### config.mk
export PLATFORM = sky130hd
export DESIGN_NAME = telemetry_sentence_formatter_core
export DESIGN_NICKNAME = d
export VERILOG_FILES = /design/src/design/tsf_pkg.sv /design/src/design/tsf_front.sv /design/src/design/tsf_fifo.sv /design/src/design/tsf_back.sv /design/src/design/telemetry_sentence_formatter_core.sv
export SDC_FILE = /design/constraint.sdc
export NUM_CORES = 1
export LEC_CHECK = 0
export ABC_CLOCK_PERIOD_IN_PS = 10700
export BUFFER_PORTS_ARGS = -buffer_cell sky130_fd_sc_hd__clkbuf_2
export CELL_PAD_IN_SITES_DETAIL_PLACEMENT = 0
export CELL_PAD_IN_SITES_GLOBAL_PLACEMENT = 1
export CORE_ASPECT_RATIO = 0.75
export CORE_UTILIZATION = 56
export DETAILED_ROUTE_END_ITERATION = 10
export HOLD_SLACK_MARGIN = 0.12
export PLACE_DENSITY = 0.87
export SLEW_MARGIN = 0
export SYNTH_ARGS = -nofsm -noshare
export SYNTH_HDL_FRONTEND = slang
export SYNTH_HIERARCHICAL = 1
export SYNTH_SLANG_ARGS = --single-unit
export TNS_END_PERCENT = 100
### constraint.sdc
create_clock -name clk -period 10.7 [get_ports clk]
set_input_delay 2.14 -clock clk [delete_from_list [all_inputs] [get_ports clk]]
set_output_delay 2.14 -clock clk [all_outputs]
set_load 0.1 [all_outputs]
### src/design/tsf_pkg.sv
// Shared types, character codes and digit helpers of the telemetry sentence formatter.
package tsf_pkg;

  // Sentence geometry.
  localparam int SAMPLE_COUNT   = 5;
  localparam int SENTENCE_LEN   = 37;
  localparam int POS_W          = 6;
  localparam logic [POS_W-1:0] POS_LAST = POS_W'(SENTENCE_LEN - 1);
  localparam int TSF_FIFO_DEPTH = 2;

  // ASCII codes used by the sentence.
  localparam logic [6:0] CH_DOLLAR = 7'h24;
  localparam logic [6:0] CH_B      = 7'h42;
  localparam logic [6:0] CH_E      = 7'h45;
  localparam logic [6:0] CH_A      = 7'h41;
  localparam logic [6:0] CH_C      = 7'h43;
  localparam logic [6:0] CH_O      = 7'h4F;
  localparam logic [6:0] CH_N      = 7'h4E;
  localparam logic [6:0] CH_TWO    = 7'h32;
  localparam logic [6:0] CH_ONE    = 7'h31;
  localparam logic [6:0] CH_DASH   = 7'h2D;
  localparam logic [6:0] CH_COMMA  = 7'h2C;
  localparam logic [6:0] CH_S      = 7'h53;
  localparam logic [6:0] CH_P      = 7'h50;
  localparam logic [6:0] CH_STAR   = 7'h2A;
  localparam logic [6:0] CH_ZERO   = 7'h30;

  // Fixed part of the checksum: header text, group digit, comma, 'S' and 'P',
  // plus the leading '$' for group two.
  localparam logic [11:0] CHECK_BASE_G0 = 12'd775;
  localparam logic [11:0] CHECK_BASE_G1 = 12'd812;

  // What a sentence position shows.
  typedef enum logic [1:0] {
    CK_LIT,
    CK_GROUP,
    CK_DIGIT
  } char_kind_t;

  // Which number a digit position is taken from.
  typedef enum logic [2:0] {
    SRC_A,
    SRC_B,
    SRC_C,
    SRC_D,
    SRC_E,
    SRC_SUM,
    SRC_CHECK
  } digit_src_t;

  // Decoded plan for one sentence position.
  typedef struct packed {
    char_kind_t kind;
    logic [6:0] lit;
    digit_src_t src;
    logic       first;  // most significant digit of its number
    logic [1:0] pw;     // decimal place: 0 units .. 3 thousands
  } pos_plan_t;

  // One classified frame waiting in the queue.
  typedef struct packed {
    logic                              group;
    logic [SAMPLE_COUNT-1:0][7:0]      samples;
    logic [10:0]                       sum;
    logic [11:0]                       check;
  } tsf_entry_t;

  // Queue status seen by the front and back parts.
  typedef struct packed {
    logic full;
    logic empty;
  } tsf_q_status_t;

  function automatic logic [9:0] pow_of(logic [1:0] pw);
    logic [9:0] p;
    case (pw)
      2'd0:    p = 10'd1;
      2'd1:    p = 10'd10;
      2'd2:    p = 10'd100;
      default: p = 10'd1000;
    endcase
    return p;
  endfunction

  // Leading decimal digit of a value known to be below ten times the place.
  function automatic logic [3:0] digit_of(logic [11:0] work, logic [1:0] pw);
    logic [9:0]  p;
    logic [3:0]  d;
    logic [13:0] thr;
    p = pow_of(pw);
    d = 4'd0;
    for (int k = 1; k < 10; k++) begin
      thr = 14'(k) * 14'(p);
      if ({2'b00, work} >= thr) begin
        d = 4'(k);
      end
    end
    return d;
  endfunction

  function automatic pos_plan_t lit_plan(logic [6:0] ch);
    pos_plan_t pl;
    pl = '{kind: CK_LIT, lit: ch, src: SRC_A, first: 1'b0, pw: 2'd0};
    return pl;
  endfunction

  function automatic pos_plan_t dig_plan(digit_src_t src, logic first, logic [1:0] pw);
    pos_plan_t pl;
    pl = '{kind: CK_DIGIT, lit: CH_ZERO, src: src, first: first, pw: pw};
    return pl;
  endfunction

  // Layout of the sentence, position by position.
  function automatic pos_plan_t char_plan(logic [POS_W-1:0] pos);
    pos_plan_t pl;
    case (pos)
      6'd0:  pl = lit_plan(CH_DOLLAR);
      6'd1:  pl = lit_plan(CH_B);
      6'd2:  pl = lit_plan(CH_E);
      6'd3:  pl = lit_plan(CH_A);
      6'd4:  pl = lit_plan(CH_C);
      6'd5:  pl = lit_plan(CH_O);
      6'd6:  pl = lit_plan(CH_N);
      6'd7:  pl = lit_plan(CH_TWO);
      6'd8:  pl = lit_plan(CH_DASH);
      6'd9:  pl = '{kind: CK_GROUP, lit: CH_ONE, src: SRC_A, first: 1'b0, pw: 2'd0};
      6'd10: pl = lit_plan(CH_COMMA);
      6'd11: pl = dig_plan(SRC_A, 1'b1, 2'd2);
      6'd12: pl = dig_plan(SRC_A, 1'b0, 2'd1);
      6'd13: pl = dig_plan(SRC_A, 1'b0, 2'd0);
      6'd14: pl = dig_plan(SRC_B, 1'b1, 2'd2);
      6'd15: pl = dig_plan(SRC_B, 1'b0, 2'd1);
      6'd16: pl = dig_plan(SRC_B, 1'b0, 2'd0);
      6'd17: pl = dig_plan(SRC_C, 1'b1, 2'd2);
      6'd18: pl = dig_plan(SRC_C, 1'b0, 2'd1);
      6'd19: pl = dig_plan(SRC_C, 1'b0, 2'd0);
      6'd20: pl = dig_plan(SRC_D, 1'b1, 2'd2);
      6'd21: pl = dig_plan(SRC_D, 1'b0, 2'd1);
      6'd22: pl = dig_plan(SRC_D, 1'b0, 2'd0);
      6'd23: pl = dig_plan(SRC_E, 1'b1, 2'd2);
      6'd24: pl = dig_plan(SRC_E, 1'b0, 2'd1);
      6'd25: pl = dig_plan(SRC_E, 1'b0, 2'd0);
      6'd26: pl = lit_plan(CH_S);
      6'd27: pl = dig_plan(SRC_SUM, 1'b1, 2'd3);
      6'd28: pl = dig_plan(SRC_SUM, 1'b0, 2'd2);
      6'd29: pl = dig_plan(SRC_SUM, 1'b0, 2'd1);
      6'd30: pl = dig_plan(SRC_SUM, 1'b0, 2'd0);
      6'd31: pl = lit_plan(CH_P);
      6'd32: pl = dig_plan(SRC_CHECK, 1'b1, 2'd3);
      6'd33: pl = dig_plan(SRC_CHECK, 1'b0, 2'd2);
      6'd34: pl = dig_plan(SRC_CHECK, 1'b0, 2'd1);
      6'd35: pl = dig_plan(SRC_CHECK, 1'b0, 2'd0);
      default: pl = lit_plan(CH_STAR);
    endcase
    return pl;
  endfunction

endpackage

### src/design/tsf_front.sv
// Front part: takes frames in, sums the samples and forms the checksum.
module tsf_front
  import tsf_pkg::*;
(
  input  logic                         clk,
  input  logic                         rst_n,
  input  logic                         in_tvalid,
  output logic                         in_tready,
  input  logic [SAMPLE_COUNT-1:0][7:0] in_samples,
  input  logic                         in_group,
  input  tsf_q_status_t                q_st,
  output logic                         push,
  output tsf_entry_t                   push_entry
);

  logic                         valid_r, valid_nxt;
  logic                         group_r;
  logic [SAMPLE_COUNT-1:0][7:0] samples_r;
  logic [10:0]                  sum_r, sum_nxt;
  logic                         take;

  // The stage moves on when the queue has room.
  assign push      = valid_r && !q_st.full;
  assign in_tready = !valid_r || push;
  assign take      = in_tvalid && in_tready;

  // Sample total for the incoming frame.
  always_comb begin
    sum_nxt = '0;
    for (int k = 0; k < SAMPLE_COUNT; k++) begin
      sum_nxt = sum_nxt + 11'(in_samples[k]);
    end
  end

  always_comb begin
    valid_nxt = valid_r;
    if (take) begin
      valid_nxt = 1'b1;
    end else if (push) begin
      valid_nxt = 1'b0;
    end
  end

  always_ff @(posedge clk) begin
    if (!rst_n) begin
      valid_r <= 1'b0;
    end else begin
      valid_r <= valid_nxt;
    end
  end

  always_ff @(posedge clk) begin
    if (take) begin
      group_r   <= in_group;
      samples_r <= in_samples;
      sum_r     <= sum_nxt;
    end
  end

  // The checksum holds the samples once and the total once, so twice the total.
  always_comb begin
    push_entry.group   = group_r;
    push_entry.samples = samples_r;
    push_entry.sum     = sum_r;
    push_entry.check   = {sum_r, 1'b0} + (group_r ? CHECK_BASE_G1 : CHECK_BASE_G0);
  end

endmodule

### src/design/tsf_fifo.sv
// Short queue of classified frames between the front and back parts.
module tsf_fifo
  import tsf_pkg::*;
#(
  parameter int DEPTH = TSF_FIFO_DEPTH
) (
  input  logic          clk,
  input  logic          rst_n,
  input  logic          push,
  input  tsf_entry_t    push_entry,
  input  logic          pop,
  output tsf_entry_t    head,
  output tsf_q_status_t q_st
);

  localparam int PTR_W = (DEPTH > 1) ? $clog2(DEPTH) : 1;
  localparam int CNT_W = $clog2(DEPTH + 1);
  localparam logic [PTR_W-1:0] PTR_END = PTR_W'(DEPTH - 1);
  localparam logic [CNT_W-1:0] CNT_FULL = CNT_W'(DEPTH);

  tsf_entry_t         store_r [DEPTH];
  logic [PTR_W-1:0]   wr_ptr_r, wr_ptr_nxt;
  logic [PTR_W-1:0]   rd_ptr_r, rd_ptr_nxt;
  logic [CNT_W-1:0]   count_r, count_nxt;

  assign head       = store_r[rd_ptr_r];
  assign q_st.empty = (count_r == '0);
  assign q_st.full  = (count_r == CNT_FULL);

  // Pointer and fill bookkeeping.
  always_comb begin
    wr_ptr_nxt = wr_ptr_r;
    rd_ptr_nxt = rd_ptr_r;
    count_nxt  = count_r;
    if (push) begin
      wr_ptr_nxt = (wr_ptr_r == PTR_END) ? '0 : wr_ptr_r + 1'b1;
    end
    if (pop) begin
      rd_ptr_nxt = (rd_ptr_r == PTR_END) ? '0 : rd_ptr_r + 1'b1;
    end
    if (push && !pop) begin
      count_nxt = count_r + 1'b1;
    end else if (pop && !push) begin
      count_nxt = count_r - 1'b1;
    end
  end

  always_ff @(posedge clk) begin
    if (!rst_n) begin
      wr_ptr_r <= '0;
      rd_ptr_r <= '0;
      count_r  <= '0;
    end else begin
      wr_ptr_r <= wr_ptr_nxt;
      rd_ptr_r <= rd_ptr_nxt;
      count_r  <= count_nxt;
    end
  end

  always_ff @(posedge clk) begin
    if (push) begin
      store_r[wr_ptr_r] <= push_entry;
    end
  end

endmodule

### src/design/tsf_back.sv
// Back part: walks the sentence from the queue head, one character a cycle unless stalled.
module tsf_back
  import tsf_pkg::*;
(
  input  logic          clk,
  input  logic          rst_n,
  input  tsf_entry_t    head,
  input  tsf_q_status_t q_st,
  output logic          pop,
  output logic          out_tvalid,
  input  logic          out_tready,
  output logic [6:0]    out_char,
  output logic          out_last
);

  logic [POS_W-1:0] pos_r, pos_nxt;
  logic [11:0]      rem_r, rem_nxt;
  logic             out_valid_r, out_valid_nxt;
  logic [6:0]       out_char_r;
  logic             out_last_r;

  pos_plan_t        plan;
  logic [11:0]      field_val;
  logic [11:0]      work;
  logic [3:0]       dig;
  logic [6:0]       ch;
  logic             gen;
  logic             at_last;

  assign plan    = char_plan(pos_r);
  assign at_last = (pos_r == POS_LAST);
  assign gen     = !q_st.empty && (!out_valid_r || out_tready);
  assign pop     = gen && at_last;

  // Number the current digit position is cut from.
  always_comb begin
    case (plan.src)
      SRC_A:     field_val = 12'(head.samples[0]);
      SRC_B:     field_val = 12'(head.samples[1]);
      SRC_C:     field_val = 12'(head.samples[2]);
      SRC_D:     field_val = 12'(head.samples[3]);
      SRC_E:     field_val = 12'(head.samples[4]);
      SRC_SUM:   field_val = 12'(head.sum);
      SRC_CHECK: field_val = head.check;
      default:   field_val = '0;
    endcase
  end

  // One decimal digit a cycle while characters are generated; the remainder carries to the next place.
  always_comb begin
    work    = plan.first ? field_val : rem_r;
    dig     = digit_of(work, plan.pw);
    rem_nxt = work - 12'(14'(dig) * 14'(pow_of(plan.pw)));
  end

  // Character for the current position.
  always_comb begin
    case (plan.kind)
      CK_LIT:   ch = plan.lit;
      CK_GROUP: ch = head.group ? CH_TWO : CH_ONE;
      CK_DIGIT: ch = CH_ZERO + 7'(dig);
      default:  ch = plan.lit;
    endcase
  end

  always_comb begin
    pos_nxt       = pos_r;
    out_valid_nxt = out_valid_r;
    if (gen) begin
      pos_nxt       = at_last ? '0 : pos_r + 1'b1;
      out_valid_nxt = 1'b1;
    end else if (out_tready) begin
      out_valid_nxt = 1'b0;
    end
  end

  always_ff @(posedge clk) begin
    if (!rst_n) begin
      pos_r       <= '0;
      out_valid_r <= 1'b0;
    end else begin
      pos_r       <= pos_nxt;
      out_valid_r <= out_valid_nxt;
    end
  end

  // Output register and digit remainder.
  always_ff @(posedge clk) begin
    if (gen) begin
      out_char_r <= ch;
      out_last_r <= at_last;
      rem_r      <= rem_nxt;
    end
  end

  assign out_tvalid = out_valid_r;
  assign out_char   = out_char_r;
  assign out_last   = out_last_r;

endmodule

### src/design/telemetry_sentence_formatter_core.sv
// Top level of the telemetry sentence formatter.
//
//  Channel  | Direction | tdata                               | tuser       | tlast
//  ---------+-----------+-------------------------------------+-------------+-----------
//  in_      | slave     | sample_a..sample_e, 8 bits each     | frame_group | -
//  out_     | master    | out_char (7 bits), one zero bit     | -           | last_char
//
// Each frame yields 37 output transactions, one a cycle when the output never stalls,
// and the character sequencer in the back part sets that figure; a frame leaves the
// queue only after its last character is formed. An accepted frame passes through the
// front register and the queue to the output register. Reset is synchronous and clears
// the queue, the sequencer and the output valid flag. A stalled output holds its
// transaction and the queue lets the input go on taking frames until it fills.
module telemetry_sentence_formatter_core
  import tsf_pkg::*;
#(
  parameter int FIFO_DEPTH = TSF_FIFO_DEPTH
) (
  input  logic        clk,
  input  logic        rst_n,
  input  logic        in_tvalid,
  output logic        in_tready,
  input  logic [39:0] in_tdata,   // sample_a [7:0], sample_b, sample_c, sample_d, sample_e
  input  logic        in_tuser,   // frame_group
  output logic        out_tvalid,
  input  logic        out_tready,
  output logic [7:0]  out_tdata,  // out_char [6:0], zero pad [7]
  output logic        out_tlast
);

  tsf_q_status_t q_st;
  tsf_entry_t    push_entry;
  tsf_entry_t    head;
  logic          push;
  logic          pop;
  logic [6:0]    out_char;

  tsf_front u_front (
    .clk        (clk),
    .rst_n      (rst_n),
    .in_tvalid  (in_tvalid),
    .in_tready  (in_tready),
    .in_samples (in_tdata),
    .in_group   (in_tuser),
    .q_st       (q_st),
    .push       (push),
    .push_entry (push_entry)
  );

  tsf_fifo #(
    .DEPTH (FIFO_DEPTH)
  ) u_fifo (
    .clk        (clk),
    .rst_n      (rst_n),
    .push       (push),
    .push_entry (push_entry),
    .pop        (pop),
    .head       (head),
    .q_st       (q_st)
  );

  tsf_back u_back (
    .clk        (clk),
    .rst_n      (rst_n),
    .head       (head),
    .q_st       (q_st),
    .pop        (pop),
    .out_tvalid (out_tvalid),
    .out_tready (out_tready),
    .out_char   (out_char),
    .out_last   (out_tlast)
  );

  assign out_tdata = {1'b0, out_char};

endmodule

==> results.toml, run 1 <==
[final_layout]
number_of_diodes_added_for_antenna_fixing = 0
drive_gt1_frac = 0.172
p_r_area_growth_vs_syn_pct = 10.1
postLayoutCoreUtil = 0.629
finish.net_count = 1373

[cts]
hold_fix_buffer_count_after_cts = 0
sink_count_of_the_clock_tree = 228
htreeDepth = 1
cts_root_buffer = "clkbuf_16"
post-cts-setup-buffers = 0
path_clk_slew_ns = 0.06
clock_tree.buffer_depth = 3
tritoncts_clock_tree = "built"
clock_latency_ns = 0.52
ctsResizeCount = 0
cts_buffers = 24

[detailed_routing]
route.detailed.wl_per_inst_um = 19.0
postRouteAntennaNets = 0
initialDrtViolationCount = 618
detail_route.wirelength_mm = 28.6
vias_per_cell = 5.72
drc_errors = 0
via_count = 8624
drtPass1Iterations = 5

[setup_path]
worstSetupEndpoint = "u_back/rem_r[10]"
crit_path_top_delay_cell = "dfxtp_2"
rrSetupSlack_ns = 2.16
critPathArrivalTime_ns = 8.80
setup.worst_path.end_class = "flip-flop"
max_stage_delay_on_crit_path_ns = 0.69
setup.worst_path.start_class = "flip-flop"
crit_required_ns = 10.97
cp_common_cell = "a21oi_1"
cell_depth_of_the_worst_flop_to_flop_path = 29
worst_r2r_endpoint = "u_back/rem_r[10]"
worst-path-max-fanout = 42
critPathKind = "reg -> reg"

[floorplanning]
placement_rows = 49
die-width_um = 183
initial_core_util = 0.571
pin_count = 56
die-area_um2 = 25100
chipHeight_um = 137
core_area_um2 = 24000

[timing]
fmaxAchievable_ghz = 0.117
min_period_ns = 8.54
worst_pin_slew_ns = 1.22
number_of_slew_limit_violations_in_the_final_report = 0
final-hold-violation-count = 0
finalCritPeriodShare = 0.798
fin_skew_ns = 0.0220
rsz0062_at_grt = "false"
setup_total_negative_slack_ns = 0
setup_viol = 0
final.setup.worst_slack_ns = 2.16
maxSlewHeadroom = 0.177

[logic_synthesis]
total_of_warnings_raised_by_yosys = 6
synth_fp_nets = 1307
number_of_enable_flip_flop_cells_after_synthesis = 200
ys_dominant_reg_cell = "edfxtp_1"
synth_seq_area_share = 0.480
synth.largest_area_cell = "edfxtp_1"
synthDominantCellAreaShare = 0.439
yosys_cell_types = 85
post_synth_instance_area_um2 = 13700
post_synthesis_average_cell_area_um2 = 12.5
synth.area.top_cells = "edfxtp_1, ha_1, fa_1, mux2_2, dfxtp_1"
postSynthCellCount = 1093
synth.ff_latch_count = 228
synth_async_reset_ratio = 0

[power]
p_leak_nw = 5.84
power_density_nw_per_um2 = 198
vdd_drop_max_mv = 0.128
power_w = 0.00299

[placed_design]
post-place-ws_ns = 2.19
io_buffers = 54
dp_hpwl_mm = 21.0
place_congestion = 0.910

[grt]
grt_overflow = 0
grt_pass1_vias = 8583
maximum_number_of_pins_on_one_net_before_global_route_repair = 65
grt_util_all_layers = 0.239
grt_pass1_wl_mm = 46.0
grt_antenna_before_repair = 0

[status]
outcome = "complete, no violations"

[hold_path]
worst_min_path_class = "reg -> reg"

[run]
drv.max_cap_violation_count = 0
## registers in the layout (all words and copies together) (netlist names), 2 cells and up, named ones only
register,flops
u_front/sum_r,11
u_back/plan,15
u_back/pos_r,6
u_back/out_char,7
u_front/push_entry,40
u_back/rem_r,12
u_fifo/store_r,128
u_fifo/count_r,2
## critical path, delay by kind of cell, from the launching register on
kind	cells	cell delay, ns
simple gates	3	0.80
mux	2	0.68
fa+ha+maj	5	2.02
compound gates	16	3.29
flops	1	0.69
xor+xnor	1	0.08
buf+inv	2	0.64
## routing by layer
metal / global-route usage / up-vias / wire, um
met5: 0 / - / 0
met4: 0.0383 / 0 / 305
met3: 0.0420 / 26 / 1610
met2: 0.377 / 223 / 12800
met1: 0.352 / 4251 / 13900
li1: - / 4124 / -
## cell usage after synthesis (16+ instances only)
library cell / instances
ha_1: 124
mux2_2: 68
fa_1: 45
edfxtp_1: 200
a21o_1: 24
nor2_1: 42
nand2b_1: 19
inv_1: 120
o21ai_0: 34
nor2b_1: 23
nand3_1: 18
a21oi_1: 39
nand2_1: 42
and2_1: 18
xnor2_1: 28
dfxtp_1: 28
xor2_1: 16
## power breakdown
part	total (W)	leakage [nW]	internal [W]	switching, W
registers	0.00118	2.10	0.00113	0.0000456
clock network	0.000801	0.373	0.000468	0.000333
logic	0.00101	3.37	0.000414	0.000594
total	0.00299	5.84	0.00201	0.000973
## layout make-up
| cell class | instances | area (um^2) |
|---|---|---|
| Clock buffer | 33 | 674 |
| Clock inverter | 11 | 100 |
| Fill cell | 1886 | 8900 |
| Inverter | 122 | 458 |
| Multi-Input combinational cell | 719 | 6520 |
| Sequential cell | 228 | 6570 |
| Tap cell | 331 | 414 |
| Timing Repair Buffer | 64 | 345 |
## metrics by stage
| stage | instance area [um^2] | std cells | hold WS, ns |
|---|---|---|---|
| after CTS | 15100 | 1508 | 0.444 |
| after floorplan | 13700 | 1093 | 0.421 |
| after global routing | 15100 | 1508 | 0.447 |
| after detailed placement | 14300 | 1464 | 0.430 |
| final | 15100 | 1508 | 0.444 |
| after global placement | 14300 | 1464 | 0.422 |
## logic make-up after synthesis
kind of cell | after synthesis | synth area share
multiplexers | 86 | 0.0737
other | 1 | 0.000274
flip-flops | 228 | 0.480
XOR/XNOR | 44 | 0.0282
buffers and inverters | 146 | 0.0450
AO/OA/AOI/OAI | 209 | 0.114
adder cells (fa/ha/maj) | 169 | 0.179
AND/OR/NAND/NOR | 210 | 0.0803
## how the worst min path moves through the flow
stage	slack (ns)	cells after the start	from	to
2_1_floorplan	0.42	0	u_front/push_entry[23]	u_fifo/store_r[0][23]
5_1_grt	0.45	0	u_front/push_entry[37]	u_fifo/store_r[1][37]
3_5_place_dp	0.43	0	u_front/push_entry[37]	u_fifo/store_r[0][37]
6_report	0.44	0	u_front/push_entry[52]	u_fifo/store_r[0][52]
4_1_cts	0.44	0	u_front/push_entry[31]	u_fifo/store_r[1][31]
3_3_place_gp	0.42	0	u_front/push_entry[39]	u_fifo/store_r[0][39]
## layout by cell type (no fill, tap or decap), drive strengths merged, types with 5 or more instances in the layout
cell type / Yosys / final
a211oi: 6 / 6
a21o: 24 / 24
a21oi: 42 / 42
a22oi: 5 / 5
a31oi: 7 / 7
and2: 19 / 19
and3: 10 / 10
buf: 14 / 10
clkbuf: 10 / 87
clkinv: 2 / 8
dfxtp: 28 / 28
edfxtp: 200 / 200
fa: 45 / 45
ha: 124 / 124
inv: 120 / 122
mux2: 68 / 68
mux2i: 13 / 13
mux4: 5 / 5
nand2: 42 / 42
nand2b: 19 / 19
nand3: 18 / 18
nand4: 8 / 8
nor2: 42 / 42
nor2b: 23 / 23
nor3: 9 / 9
nor3b: 5 / 5
o211ai: 11 / 11
o21a: 5 / 5
o21ai: 41 / 41
o21bai: 8 / 8
o221ai: 5 / 5
o2bb2ai: 6 / 6
o31ai: 6 / 6
xnor2: 28 / 28
xor2: 16 / 16
No activity file was read; power rests on OpenSTA's default activity.
==> run 2, diff against run 1 <==
--- a/config.mk
+++ b/config.mk
@@ -5,15 +5,15 @@
 export SDC_FILE = /design/constraint.sdc
 export NUM_CORES = 1
 export LEC_CHECK = 0
-export ABC_CLOCK_PERIOD_IN_PS = 10700
+export ABC_CLOCK_PERIOD_IN_PS = 8200
 export BUFFER_PORTS_ARGS = -buffer_cell sky130_fd_sc_hd__clkbuf_2
 export CELL_PAD_IN_SITES_DETAIL_PLACEMENT = 0
 export CELL_PAD_IN_SITES_GLOBAL_PLACEMENT = 1
 export CORE_ASPECT_RATIO = 0.75
-export CORE_UTILIZATION = 56
+export CORE_UTILIZATION = 52
 export DETAILED_ROUTE_END_ITERATION = 10
 export HOLD_SLACK_MARGIN = 0.12
-export PLACE_DENSITY = 0.87
+export PLACE_DENSITY = 0.82
 export SLEW_MARGIN = 0
 export SYNTH_ARGS = -nofsm -noshare
 export SYNTH_HDL_FRONTEND = slang
==> constraint.sdc (replaced) <==
create_clock -name clk -period 8.2 [get_ports clk]
set_input_delay 1.64 -clock clk [delete_from_list [all_inputs] [get_ports clk]]
set_output_delay 1.64 -clock clk [all_outputs]
set_load 0.1 [all_outputs]
==> run 2 against run 1 <==
Effect of this change: fmax is 11% higher; utilization is 3.8 points lower; setup slack worse by 1.7 ns; largest cell class unchanged; hold slack worse by 0.00093 ns; cell count is 2.0% higher; first-iteration DRC count is 11% lower; sequential power is 31% higher; critical path depth is 2 lower; routed wire length is 3.1% higher; highest routed layer unchanged; global-route usage is 1.1 points lower.
==> results.toml, run 2 (synthesis gave the netlist of run 1 again) <==
[cts]
path_clk_slew_ns = 0.06
clock_tree.buffer_depth = 3
tritoncts_clock_tree = "built"
ctsResizeCount = 0
post-cts-setup-buffers = 0
htreeDepth = 1
sink_count_of_the_clock_tree = 228
cts_buffers = 24
cts_root_buffer = "clkbuf_16"
clock_latency_ns = 0.53
hold_fix_buffer_count_after_cts = 0

[final_layout]
p_r_area_growth_vs_syn_pct = 11.8
most_used_cells_in_the_layout_excluding_fill_and_tap_cells = "edfxtp_1, ha_1, inv_1, mux2_2, clkbuf_2"
postLayoutCoreUtil = 0.591
finalNonFillerCells = 1538
multiInputGateArea_um2 = 6520
final-seq-area_um2 = 6570
mostFrequentLayoutCell = "edfxtp_1"
largest_register_ffs = 128
fillers = 2118
number_of_diodes_added_for_antenna_fixing = 0
drive_gt1_frac = 0.189
largest-register = "u_fifo/store_r"
finish.net_count = 1392

[timing]
final-hold-violation-count = 0
worst_pin_slew_ns = 1.02
setup_total_negative_slack_ns = 0
finalCritPeriodShare = 0.938
rsz0062_at_grt = "false"
number_of_slew_limit_violations_in_the_final_report = 0
maxSlewHeadroom = 0.318
fmaxAchievable_ghz = 0.130
setup_viol = 0
fin_skew_ns = 0.0286
min_period_ns = 7.69

[grt]
grt_util_all_layers = 0.227
grt_pass1_vias = 8430
maximum_number_of_pins_on_one_net_before_global_route_repair = 65
grt_pass1_wl_mm = 47.2
grt_antenna_before_repair = 0
grt_overflow = 0

[status]
outcome = "complete, no violations"

[hold_path]
holdPathStages = 0
worst_min_path_class = "reg -> reg"

[detailed_routing]
postRouteAntennaNets = 0
vias_per_cell = 5.61
drc_errors = 0
via_count = 8623
initialDrtViolationCount = 553
drtPass1Iterations = 5
route.detailed.wl_per_inst_um = 19.2
detail_route.wirelength_mm = 29.5

[setup_path]
critPathArrivalTime_ns = 7.97
max_stage_delay_on_crit_path_ns = 0.57
setup.worst_path.start_class = "flip-flop"
worst-path-max-fanout = 50
critPathKind = "reg -> reg"
cell_depth_of_the_worst_flop_to_flop_path = 27
setup.worst_path.end_class = "flip-flop"
crit_path_top_delay_cell = "o41ai_2"
crit_required_ns = 8.48

[run]
drv.max_cap_violation_count = 0

[floorplanning]
placement_rows = 51
die-width_um = 189
chipHeight_um = 143
die-area_um2 = 27000
pin_count = 56
core_area_um2 = 25900
initial_core_util = 0.528

[placed_design]
dp.cells = 1496
io_buffers = 54
dp_hpwl_mm = 21.8
place_congestion = 0.940

[power]
power_w = 0.00398
vdd_drop_max_mv = 0.168
p_leak_nw = 5.98
power_density_nw_per_um2 = 260
## run 2: per-stage QoR
stage / cell area (um^2) / hold slack [ns] / worst slack [ns]
3_5_place_dp: 14500 / 0.431 / 0.567
4_1_cts: 15300 / 0.442 / 0.549
6_report: 15300 / 0.443 / 0.511
2_1_floorplan: 13700 / 0.421 / 1.34
3_3_place_gp: 14500 / 0.422 / 0.657
5_1_grt: 15300 / 0.455 / 0.105
## run 2: path summary, 6_finish.rpt
check	start	slack, ns	end
max	flip-flop	0.51	u_back/rem_r[11]
max reg2reg	flip-flop	0.51	u_back/rem_r[11]
min	u_front/push_entry[24]	0.44	u_fifo/store_r[1][24]
min reg2reg	u_front/push_entry[24]	0.44	u_fifo/store_r[1][24]
## run 2: where the power goes
part	total, W	internal [W]	switching [W]	leakage (nW)
registers	0.00154	0.00147	0.0000630	2.10
logic	0.00133	0.000550	0.000780	3.47
clock network	0.00111	0.000653	0.000460	0.407
## run 2: critical path: cells and delay by family, from the launching register on
kind                     cells  cell delay [ns]
XOR/XNOR                     1             0.09
multiplexers                 2             0.65
buffers and inverters        3             0.34
adder cells (fa/ha/maj)      5             1.99
flip-flops                   1             0.35
AO/OA/AOI/OAI               15             3.60
AND/OR/NAND/NOR              1             0.34
## run 2: final cells by class
cell class,count,share of cell area
Tap cell,344,0.0281
Sequential cell,228,0.429
Multi-Input combinational cell,719,0.426
Timing Repair Buffer,83,0.0327
Inverter,122,0.0299
Clock buffer,27,0.0434
Clock inverter,15,0.0107
## run 2: layer usage
metal	GRT usage	vias up	share of wire
met5	0	-	0
met4	0.0403	0	0.013
met3	0.0370	30	0.055
met2	0.336	203	0.43
met1	0.353	4234	0.51
li1	-	4156	-
